File: src/rtl/core/json_envelope_member_scanner_macros.svh
// Assertion helpers for the envelope scanner.
`ifndef JSON_ENVELOPE_MEMBER_SCANNER_MACROS_SVH
`define JSON_ENVELOPE_MEMBER_SCANNER_MACROS_SVH

// Check a property on every clock edge outside reset.
`define JEMS_ASSERT(lbl, prop, msg) \
    lbl: assert property (@(posedge clk) disable iff (!rst_n) prop) else $error(msg);

// Check a property on every clock edge, reset included.
`define JEMS_ASSERT_ALWAYS(lbl, prop, msg) \
    lbl: assert property (@(posedge clk) prop) else $error(msg);

`endif

File: src/rtl/core/jems_pkg.sv
`default_nettype none

package jems_pkg;

    localparam int MAX_FRAME = 65535;
    localparam int MAX_DEPTH = 255;

    localparam int POS_W   = $clog2(MAX_FRAME + 1);
    localparam int DEPTH_W = $clog2(MAX_DEPTH + 1);
    localparam int OUT_W   = 16;
    localparam int KEY_W   = 4;

    localparam logic [1:0] STATUS_OK        = 2'd0;
    localparam logic [1:0] STATUS_MALFORMED = 2'd1;
    localparam logic [1:0] STATUS_BOUND     = 2'd2;

    localparam logic [7:0] CH_LBRACE    = 8'h7B;
    localparam logic [7:0] CH_RBRACE    = 8'h7D;
    localparam logic [7:0] CH_LBRACKET  = 8'h5B;
    localparam logic [7:0] CH_RBRACKET  = 8'h5D;
    localparam logic [7:0] CH_COMMA     = 8'h2C;
    localparam logic [7:0] CH_COLON     = 8'h3A;
    localparam logic [7:0] CH_QUOTE     = 8'h22;
    localparam logic [7:0] CH_BACKSLASH = 8'h5C;
    localparam logic [7:0] CH_SPACE     = 8'h20;
    localparam logic [7:0] CH_TAB       = 8'h09;
    localparam logic [7:0] CH_CR        = 8'h0D;
    localparam logic [7:0] CH_LF        = 8'h0A;

    localparam logic [KEY_W-1:0] PROVIDER_KEY_CHARS = 4'd8;
    localparam logic [KEY_W-1:0] PAYLOAD_KEY_CHARS  = 4'd7;
    localparam logic [KEY_W-1:0] KEY_LEN_MAX        = 4'd15;

    function automatic logic is_ws(input logic [7:0] c);
        return (c == CH_SPACE) || (c == CH_TAB) || (c == CH_CR) || (c == CH_LF);
    endfunction

    function automatic logic [7:0] provider_char(input logic [2:0] idx);
        logic [7:0] ch;
        case (idx)
            3'd0:    ch = 8'h70;
            3'd1:    ch = 8'h72;
            3'd2:    ch = 8'h6F;
            3'd3:    ch = 8'h76;
            3'd4:    ch = 8'h69;
            3'd5:    ch = 8'h64;
            3'd6:    ch = 8'h65;
            default: ch = 8'h72;
        endcase
        return ch;
    endfunction

    function automatic logic [7:0] payload_char(input logic [2:0] idx);
        logic [7:0] ch;
        case (idx)
            3'd0:    ch = 8'h70;
            3'd1:    ch = 8'h61;
            3'd2:    ch = 8'h79;
            3'd3:    ch = 8'h6C;
            3'd4:    ch = 8'h6F;
            3'd5:    ch = 8'h61;
            3'd6:    ch = 8'h64;
            default: ch = 8'h00;
        endcase
        return ch;
    endfunction

endpackage

`default_nettype wire

File: src/rtl/core/json_envelope_member_scanner.sv
// Scans one byte per cycle while in_stall is low; a new beat can be accepted on every clock it is not stalled.
// The result for a frame is registered and valid in the cycle after its last beat is taken.
// Throughput: one byte per cycle; input stalls only while a result waits stalled.
// Reset (rst_n, async, active low) returns the parser to before the opening brace
// and empties the result register; the parser also clears itself after every frame.
`default_nettype none

`include "json_envelope_member_scanner_macros.svh"

module json_envelope_member_scanner
    import jems_pkg::*;
(
    input  wire logic             clk,
    input  wire logic             rst_n,
    input  wire logic             in_valid,
    output logic                  in_stall,
    input  wire logic [7:0]       data_byte,
    input  wire logic             last_byte,
    output logic                  out_valid,
    input  wire logic             out_stall,
    output logic [1:0]            status,
    output logic [OUT_W-1:0]      provider_offset,
    output logic [OUT_W-1:0]      provider_length,
    output logic [OUT_W-1:0]      payload_offset,
    output logic [OUT_W-1:0]      payload_length
);

    typedef enum logic [3:0] {
        PH_BEFORE_OPEN,
        PH_MEMBER,
        PH_KEY,
        PH_AFTER_KEY,
        PH_BEFORE_VALUE,
        PH_VALUE,
        PH_AFTER_VALUE,
        PH_AFTER_CLOSE,
        PH_HALT
    } phase_t;

    typedef enum logic [1:0] {
        VK_SCALAR,
        VK_STRING,
        VK_CONTAINER,
        VK_CONT_STRING
    } kind_t;

    phase_t               phase_reg, phase_next;
    logic [POS_W-1:0]     pos_reg, pos_next;
    logic                 esc_reg, esc_next;
    kind_t                kind_reg, kind_next;
    logic [DEPTH_W-1:0]   depth_reg, depth_next;
    logic [KEY_W-1:0]     key_len_reg, key_len_next;
    logic [1:0]           flags_reg, flags_next;
    logic [POS_W-1:0]     vstart_reg, vstart_next;
    logic [POS_W-1:0]     prov_start_reg, prov_start_next;
    logic [POS_W-1:0]     prov_size_reg, prov_size_next;
    logic                 prov_found_reg, prov_found_next;
    logic [POS_W-1:0]     pay_start_reg, pay_start_next;
    logic [POS_W-1:0]     pay_size_reg, pay_size_next;
    logic                 pay_found_reg, pay_found_next;
    logic [1:0]           err_reg, err_next;

    logic                 out_valid_reg, out_valid_next;
    logic [1:0]           status_reg, status_next;
    logic [OUT_W-1:0]     prov_off_reg, prov_off_next;
    logic [OUT_W-1:0]     prov_len_reg, prov_len_next;
    logic [OUT_W-1:0]     pay_off_reg, pay_off_next;
    logic [OUT_W-1:0]     pay_len_reg, pay_len_next;

    logic                 accept;
    logic                 fin_en;
    logic [POS_W-1:0]     fin_end;
    logic [POS_W-1:0]     fin_len;
    logic                 av_en;
    logic [1:0]           fail_code;
    logic [1:0]           frame_status;

    assign in_stall = out_valid_reg & out_stall;
    assign accept   = in_valid & ~in_stall;

    assign out_valid       = out_valid_reg;
    assign status          = status_reg;
    assign provider_offset = prov_off_reg;
    assign provider_length = prov_len_reg;
    assign payload_offset  = pay_off_reg;
    assign payload_length  = pay_len_reg;

    always_comb
    begin
        phase_next      = phase_reg;
        pos_next        = pos_reg;
        esc_next        = esc_reg;
        kind_next       = kind_reg;
        depth_next      = depth_reg;
        key_len_next    = key_len_reg;
        flags_next      = flags_reg;
        vstart_next     = vstart_reg;
        prov_start_next = prov_start_reg;
        prov_size_next  = prov_size_reg;
        prov_found_next = prov_found_reg;
        pay_start_next  = pay_start_reg;
        pay_size_next   = pay_size_reg;
        pay_found_next  = pay_found_reg;
        err_next        = err_reg;
        fin_en          = 1'b0;
        fin_end         = pos_reg;
        fin_len         = '0;
        av_en           = 1'b0;
        fail_code       = STATUS_OK;
        frame_status    = STATUS_OK;

        out_valid_next  = out_valid_reg & out_stall;
        status_next     = status_reg;
        prov_off_next   = prov_off_reg;
        prov_len_next   = prov_len_reg;
        pay_off_next    = pay_off_reg;
        pay_len_next    = pay_len_reg;

        if (accept)
        begin
            if (pos_reg >= POS_W'(MAX_FRAME))
            begin
                err_next   = STATUS_BOUND;
                phase_next = PH_HALT;
            end
            else
            begin
                pos_next = pos_reg + POS_W'(1);
                case (phase_reg)
                    PH_BEFORE_OPEN:
                    begin
                        if (data_byte == CH_LBRACE)
                            phase_next = PH_MEMBER;
                        else if (!is_ws(data_byte))
                            fail_code = STATUS_MALFORMED;
                    end
                    PH_MEMBER:
                    begin
                        if (data_byte == CH_RBRACE)
                            phase_next = PH_AFTER_CLOSE;
                        else if (data_byte == CH_QUOTE)
                        begin
                            phase_next   = PH_KEY;
                            key_len_next = '0;
                            flags_next   = 2'b11;
                            esc_next     = 1'b0;
                        end
                        else if (!is_ws(data_byte))
                            fail_code = STATUS_MALFORMED;
                    end
                    PH_KEY:
                    begin
                        if (!esc_reg && data_byte == CH_QUOTE)
                        begin
                            if (key_len_reg != PROVIDER_KEY_CHARS)
                                flags_next[0] = 1'b0;
                            if (key_len_reg != PAYLOAD_KEY_CHARS)
                                flags_next[1] = 1'b0;
                            phase_next = PH_AFTER_KEY;
                        end
                        else
                        begin
                            esc_next = !esc_reg && data_byte == CH_BACKSLASH;
                            if (key_len_reg >= PROVIDER_KEY_CHARS
                                || provider_char(key_len_reg[2:0]) != data_byte)
                                flags_next[0] = 1'b0;
                            if (key_len_reg >= PAYLOAD_KEY_CHARS
                                || payload_char(key_len_reg[2:0]) != data_byte)
                                flags_next[1] = 1'b0;
                            if (key_len_reg < KEY_LEN_MAX)
                                key_len_next = key_len_reg + KEY_W'(1);
                        end
                    end
                    PH_AFTER_KEY:
                    begin
                        if (data_byte == CH_COLON)
                            phase_next = PH_BEFORE_VALUE;
                        else if (!is_ws(data_byte))
                            fail_code = STATUS_MALFORMED;
                    end
                    PH_BEFORE_VALUE:
                    begin
                        if (!is_ws(data_byte))
                        begin
                            vstart_next = pos_reg;
                            esc_next    = 1'b0;
                            if (data_byte == CH_QUOTE)
                            begin
                                kind_next  = VK_STRING;
                                phase_next = PH_VALUE;
                            end
                            else if (data_byte inside {CH_LBRACE, CH_LBRACKET})
                            begin
                                kind_next  = VK_CONTAINER;
                                depth_next = DEPTH_W'(1);
                                phase_next = PH_VALUE;
                            end
                            else if (data_byte inside {CH_COMMA, CH_RBRACE, CH_RBRACKET})
                            begin
                                kind_next = VK_SCALAR;
                                fin_en    = 1'b1;
                                fin_end   = pos_reg;
                                av_en     = 1'b1;
                            end
                            else
                            begin
                                kind_next  = VK_SCALAR;
                                phase_next = PH_VALUE;
                            end
                        end
                    end
                    PH_VALUE:
                    begin
                        case (kind_reg)
                            VK_SCALAR:
                            begin
                                if (data_byte inside {CH_COMMA, CH_RBRACE, CH_RBRACKET}
                                    || is_ws(data_byte))
                                begin
                                    fin_en  = 1'b1;
                                    fin_end = pos_reg;
                                    av_en   = 1'b1;
                                end
                            end
                            VK_STRING, VK_CONT_STRING:
                            begin
                                if (esc_reg)
                                    esc_next = 1'b0;
                                else if (data_byte == CH_BACKSLASH)
                                    esc_next = 1'b1;
                                else if (data_byte == CH_QUOTE)
                                begin
                                    if (kind_reg == VK_STRING)
                                    begin
                                        fin_en  = 1'b1;
                                        fin_end = pos_reg + POS_W'(1);
                                    end
                                    else
                                        kind_next = VK_CONTAINER;
                                end
                            end
                            default:
                            begin
                                if (data_byte == CH_QUOTE)
                                    kind_next = VK_CONT_STRING;
                                else if (data_byte inside {CH_LBRACE, CH_LBRACKET})
                                begin
                                    if (depth_reg >= DEPTH_W'(MAX_DEPTH))
                                        fail_code = STATUS_BOUND;
                                    else
                                        depth_next = depth_reg + DEPTH_W'(1);
                                end
                                else if (data_byte inside {CH_RBRACE, CH_RBRACKET})
                                begin
                                    depth_next = depth_reg - DEPTH_W'(1);
                                    if (depth_reg == DEPTH_W'(1))
                                    begin
                                        fin_en  = 1'b1;
                                        fin_end = pos_reg + POS_W'(1);
                                    end
                                end
                            end
                        endcase
                    end
                    PH_AFTER_VALUE:
                        av_en = 1'b1;
                    PH_AFTER_CLOSE:
                    begin
                        if (!is_ws(data_byte))
                            fail_code = STATUS_MALFORMED;
                    end
                    default:
                    begin
                    end
                endcase

                if (fin_en)
                begin
                    fin_len = fin_end - vstart_next;
                    if (kind_next == VK_STRING && flags_reg[0])
                    begin
                        prov_start_next = vstart_next + POS_W'(1);
                        prov_size_next  = fin_len - POS_W'(2);
                        prov_found_next = 1'b1;
                    end
                    else if (flags_reg[1])
                    begin
                        pay_start_next = vstart_next;
                        pay_size_next  = fin_len;
                        pay_found_next = 1'b1;
                    end
                    phase_next = PH_AFTER_VALUE;
                end

                if (av_en && !is_ws(data_byte))
                begin
                    if (data_byte == CH_COMMA)
                        phase_next = PH_MEMBER;
                    else if (data_byte == CH_RBRACE)
                        phase_next = PH_AFTER_CLOSE;
                    else
                        fail_code = STATUS_MALFORMED;
                end

                if (fail_code != STATUS_OK)
                begin
                    if (fail_code > err_reg)
                        err_next = fail_code;
                    phase_next = PH_HALT;
                end
            end

            if (last_byte)
            begin
                frame_status = err_next;
                if (frame_status == STATUS_OK
                    && (phase_next != PH_AFTER_CLOSE || !prov_found_next
                        || prov_size_next == '0 || !pay_found_next))
                    frame_status = STATUS_MALFORMED;

                out_valid_next = 1'b1;
                status_next    = frame_status;
                if (frame_status == STATUS_OK)
                begin
                    prov_off_next = OUT_W'(prov_start_next);
                    prov_len_next = OUT_W'(prov_size_next);
                    pay_off_next  = OUT_W'(pay_start_next);
                    pay_len_next  = OUT_W'(pay_size_next);
                end
                else
                begin
                    prov_off_next = '0;
                    prov_len_next = '0;
                    pay_off_next  = '0;
                    pay_len_next  = '0;
                end

                phase_next      = PH_BEFORE_OPEN;
                pos_next        = '0;
                esc_next        = 1'b0;
                kind_next       = VK_SCALAR;
                depth_next      = '0;
                key_len_next    = '0;
                flags_next      = '0;
                vstart_next     = '0;
                prov_start_next = '0;
                prov_size_next  = '0;
                prov_found_next = 1'b0;
                pay_start_next  = '0;
                pay_size_next   = '0;
                pay_found_next  = 1'b0;
                err_next        = STATUS_OK;
            end
        end
    end

    always_ff @(posedge clk or negedge rst_n)
    begin
        if (!rst_n)
        begin
            phase_reg      <= PH_BEFORE_OPEN;
            pos_reg        <= '0;
            esc_reg        <= 1'b0;
            kind_reg       <= VK_SCALAR;
            depth_reg      <= '0;
            key_len_reg    <= '0;
            flags_reg      <= '0;
            vstart_reg     <= '0;
            prov_start_reg <= '0;
            prov_size_reg  <= '0;
            prov_found_reg <= 1'b0;
            pay_start_reg  <= '0;
            pay_size_reg   <= '0;
            pay_found_reg  <= 1'b0;
            err_reg        <= STATUS_OK;
            out_valid_reg  <= 1'b0;
            status_reg     <= STATUS_OK;
            prov_off_reg   <= '0;
            prov_len_reg   <= '0;
            pay_off_reg    <= '0;
            pay_len_reg    <= '0;
        end
        else
        begin
            phase_reg      <= phase_next;
            pos_reg        <= pos_next;
            esc_reg        <= esc_next;
            kind_reg       <= kind_next;
            depth_reg      <= depth_next;
            key_len_reg    <= key_len_next;
            flags_reg      <= flags_next;
            vstart_reg     <= vstart_next;
            prov_start_reg <= prov_start_next;
            prov_size_reg  <= prov_size_next;
            prov_found_reg <= prov_found_next;
            pay_start_reg  <= pay_start_next;
            pay_size_reg   <= pay_size_next;
            pay_found_reg  <= pay_found_next;
            err_reg        <= err_next;
            out_valid_reg  <= out_valid_next;
            status_reg     <= status_next;
            prov_off_reg   <= prov_off_next;
            prov_len_reg   <= prov_len_next;
            pay_off_reg    <= pay_off_next;
            pay_len_reg    <= pay_len_next;
        end
    end

    `JEMS_ASSERT(a_last_gives_result,
        in_valid && !in_stall && last_byte |=> out_valid_reg,
        "last beat did not produce a result")
    `JEMS_ASSERT(a_last_clears_parser,
        in_valid && !in_stall && last_byte |=> phase_reg == PH_BEFORE_OPEN
            && pos_reg == '0 && err_reg == STATUS_OK,
        "parser not cleared after frame")
    `JEMS_ASSERT(a_error_zero_fields,
        out_valid_reg && status_reg != STATUS_OK |-> prov_off_reg == '0
            && prov_len_reg == '0 && pay_off_reg == '0 && pay_len_reg == '0,
        "error result carries nonzero fields")
    `JEMS_ASSERT(a_ok_has_provider,
        out_valid_reg && status_reg == STATUS_OK |-> prov_len_reg != '0,
        "ok result with empty provider")
    `JEMS_ASSERT_ALWAYS(a_depth_bound, depth_reg <= DEPTH_W'(MAX_DEPTH),
        "nesting depth beyond bound")

endmodule

`default_nettype wire
File: config.mk
export PLATFORM = sky130hd
export DESIGN_NAME = json_envelope_member_scanner
export DESIGN_NICKNAME = d
export VERILOG_FILES = /design/src/rtl/core/jems_pkg.sv /design/src/rtl/core/json_envelope_member_scanner.sv
export VERILOG_INCLUDE_DIRS = /design/src /design/src/rtl/core
export SDC_FILE = /design/constraint.sdc
export NUM_CORES = 1
export LEC_CHECK = 0
export ABC_AREA = 0
export BUFFER_PORTS_ARGS = -buffer_cell sky130_fd_sc_hd__clkbuf_2
export CORE_ASPECT_RATIO = 0.8
export CORE_MARGIN = 2
export CORE_UTILIZATION = 56
export DETAILED_ROUTE_END_ITERATION = 6
export PLACE_DENSITY = 0.77
export SETUP_SLACK_MARGIN = 0.02
export SLEW_MARGIN = 20
export SYNTH_ARGS = -nofsm -noshare
export SYNTH_HDL_FRONTEND = slang
export SYNTH_SLANG_ARGS = --single-unit
File: constraint.sdc
create_clock -name clk -period 6 [get_ports clk]
set_clock_uncertainty 0.2 [all_clocks]
set_input_delay 0.3 -clock clk [delete_from_list [all_inputs] [get_ports clk]]
set_output_delay 0.3 -clock clk [all_outputs]
set_load 0.1 [all_outputs]
==> impl_metrics.py <==
metrics = {
    "worst_setup_path": {
        "cp_common_cell": "buf_4",
        "critPathArrivalTime_ns": 5.72,
        "slowest_delay_ns": 0.46,
        "cp_max_fo": 25,
        "worstPathRequired_ns": 6.10,
        "crit_start": "depth_reg[2]",
        "path_cells": "nor4_1 -> buf_4 -> nand4_1 -> o2bb2ai_2 -> and2_2 -> xnor2_1 -> ha_1 -> inv_1 -> fa_1 -> and3_1 -> nor3_1 -> buf_4 -> o221ai_2 -> a211oi_2 -> nand4bb_1 -> nor3_4 -> a41oi_2 -> a211oi_4 -> buf_12 -> o31ai_2",
        "critPathLaunchType": "register",
        "end_kind": "register",
        "timing.rr.start": "depth_reg[2]",
        "crit_type": "reg2reg",
        "slowest_stage": "dfrtp_1",
    },
    "power": {
        "powerDensity_mw_per_mm2": 232,
        "ir_drop_v": 0.000162,
        "p_leak_nw": 6.04,
    },
    "timing": {
        "hold_viol_final": 0,
        "slew_viol_final": 0,
        "setup_viol_count_final": 0,
        "rsz0062_at_grt": "false",
        "relSlewSlack": 0.380,
        "setup-tns-final_ns": 0,
        "worst_pin_slew_ns": 0.930,
        "max_freq_mhz": 178,
        "fin_crit_ns": 5.62,
        "fin_crit_sh": 0.937,
    },
    "grt": {
        "grt_pass1_vias": 10247,
        "antenna_found_initial": 0,
        "grt_first_pass_wirelength_mm": 56.7,
        "grt.total_usage": 0.312,
        "grt_max_degree": 80,
        "globalRouteOverflowTotal": 0,
    },
    "route": {
        "viasPerCell": 6.32,
        "wirelength_mm": 35.6,
        "drtAntennaViolNets": 0,
        "drc_errors": 0,
        "vias": 11479,
        "met1Wirelength_mm": 17.2,
        "first_pass_iters": 6,
        "wl_per_cell_um": 19.6,
        "drtIter0Drc": 1245,
        "wl_met3_mm": 3.12,
        "met2_length_mm": 14.9,
        "maxUsedRoutingLayer": "met4",
    },
    "floorplan": {
        "initial_core_util": 0.573,
        "dieArea_mm2": 0.0234,
        "die_y_um": 137,
        "placementRows": 48,
        "core_mm2": 0.0217,
        "pin_count": 81,
        "dieWidth_um": 170,
    },
    "outcome": {
        "outcome": "finished, final reports clean",
    },
    "clock_tree": {
        "cts_tree": "built",
        "h-tree-depth": 4,
        "root_buffer": "clkbuf_16",
        "clk_path_buf_depth": 2,
        "clk_latency_ns": 0.46,
        "numCtsBuffers": 17,
        "clkTransAtPathRegs_ns": 0.09,
        "cts_num_sinks": 188,
    },
    "synthesis": {
        "synth-xor-area-share": 0.0402,
        "syn_inst": 1447,
        "yosysSeqAreaShare": 0.379,
        "synth.ff_latch_count": 188,
        "synth_compound_area_frac": 0.243,
        "yosys-top-cells-area": "dfrtp_1 38%, nand2_1 7.6%, o21ai_0 5.7%",
        "synthAdderAreaFrac": 0.0329,
        "synth_top_area_cell": "dfrtp_1",
        "ys_warn_count": 0,
        "synth_area_mm2": 0.0124,
        "syn_area_per_cell_um2": 8.58,
        "synth_top_family_by_area": "compound AO/OA/AOI/OAI gates",
        "synth-simple-area-share": 0.213,
        "synth_edf_count": 0,
        "synth-main-ff-cell": "dfrtp_1",
        "syn-num-nets": 1492,
        "synth_top_area_frac": 0.379,
        "async_flop_share": 1.00,
        "synth.area.mux_share": 0.0412,
        "synth_cell_types": 93,
    },
    "finish": {
        "syn_to_final_growth_pct": 12.0,
        "fin_nets": 1548,
        "antenna_cells": 0,
        "fill_cells": 1820,
        "stdcell_count": 1816,
        "drive_gt1_frac": 0.174,
    },
    "place": {
        "dp_hpwl_mm": 25.4,
        "dp_cells": 1780,
        "io_buffer_count": 80,
        "gp_congestion": 0.959,
    },
    "min_path": {
        "holdCritPathClass": "in2async",
    },
    "job": {
        "timing.max_cap.violations": 0,
    },
}
## worst max-delay path: cells and delay by family (launching register included)
kind,cells,cell delay (ns)
AOI/OAI and AO/OA,6,1.41
xor gates and xnor gates,1,0.16
adders and majority gates,2,0.65
buffers and inverters,4,0.67
DFF,1,0.46
and+or+nand+nor,7,1.89
## power by group
| part | internal [mW] | total, mW | switching (mW) |
|---|---|---|---|
| Sequential | 1.30 | 1.32 | 0.0248 |
| Clock | 0.619 | 1.22 | 0.604 |
| Combinational | 0.221 | 0.682 | 0.462 |
| Total | 2.14 | 3.23 | 1.09 |
## per-layer routing
metal  vias to the layer above  global-route usage
li1                       5306                   -
met1                      5654               0.499
met2                       492               0.432
met3                        27              0.0607
met4                         0              0.0608
met5                         -                   0
## cells by family (layout without fill, tap and decap cells)
family,after synthesis,after routing
flops,188,188
xor+xnor,57,57
compound gates,425,425
buf+inv,137,206
simple gates,560,560
fa+ha+maj,32,32
mux,48,48
## synth_stat cells, drive strengths merged (10+ instances only)
library cell	count
nand2	251
dfrtp	188
o21ai	152
nor2	110
clkbuf	70
a21oi	66
o31ai	59
a22oi	41
inv	40
xnor2	39
mux2i	38
nand3	38
ha	31
nor3	30
buf	27
and3	19
xor2	18
nand4	15
nor4	15
a211oi	13
nor2b	13
or3	13
nand2b	12
a22o	10
a31oi	10
mux2	10
## layout by cell type, fill, tap and decap left out, types with 5 or more instances in the layout
cell type	instances
clkbuf_2	79
a22o_1	10
xnor2_1	39
clkinv_8	6
nor2b_1	13
o211a_1	7
mux2i_1	37
o22ai_1	6
nand4_1	15
a31oi_1	10
a211oi_1	9
o21ai_1	9
nand2_1	248
mux2_2	6
o31ai_1	12
ha_1	31
nor4_1	13
nand3_1	36
and3_1	19
dfrtp_1	188
a21o_1	7
a22oi_1	41
clkbuf_16	17
o21ai_0	142
or2_2	5
nand3b_1	6
nor2_1	108
a211o_1	6
o31ai_2	46
inv_1	38
nor3_1	28
buf_4	48
or3_1	12
xor2_1	18
nand2b_1	12
a21oi_1	66
## through the flow
| step | setup WS, ns | hold WS (ns) | area (µm²) | power, mW | utilization |
|---|---|---|---|---|---|
| finish | 0.379 | 0.126 | 13900 | 3.23 | 0.642 |
| global route | 0.0501 | 0.147 | 13900 | 3.36 | 0.642 |
| CTS | 0.108 | 0.134 | 13800 | 3.20 | 0.637 |
| detailed placement | 0.152 | 0.0563 | 13100 | 1.99 | 0.606 |
| global placement | 0.278 | 0.0547 | 13100 | 1.98 | 0.606 |
| floorplan | 0.307 | -0.196 | 12400 | 1.77 | - |
## final timing paths
path                                     endpoint  cells past startpoint  slack, ns
max in group asynchronous        pay_size_reg[12]                      3       4.25
worst min register to register          status[1]                      2       0.28
min in group clk                          esc_reg                      5       0.15
worst min-delay path               key_len_reg[1]                      2       0.13
worst max-delay path            payload_length[7]                     20       0.38
worst max register to register  payload_length[7]                     20       0.38
## final cells by class
cell class | count | area [µm²] | share of cell area
sequential | 188 | 4700 | 0.338
clock inverter | 15 | 225 | 0.0162
clock buffer | 17 | 425 | 0.0306
tap | 300 | 375 | 0.0270
multi-input combinational | 1122 | 7160 | 0.515
inverter | 40 | 150 | 0.0108
timing repair buffer | 134 | 870 | 0.0625
## repair_timing
item | in CTS | in global routing
setup endpoints to repair | 0 | 53
resized for setup | 0 | 12
setup buffers | 0 | 1
endpoints found under the hold margin | 45 | 0
hold buffers | 2 | 0
Note: power is estimated with default switching activity, not from simulation.
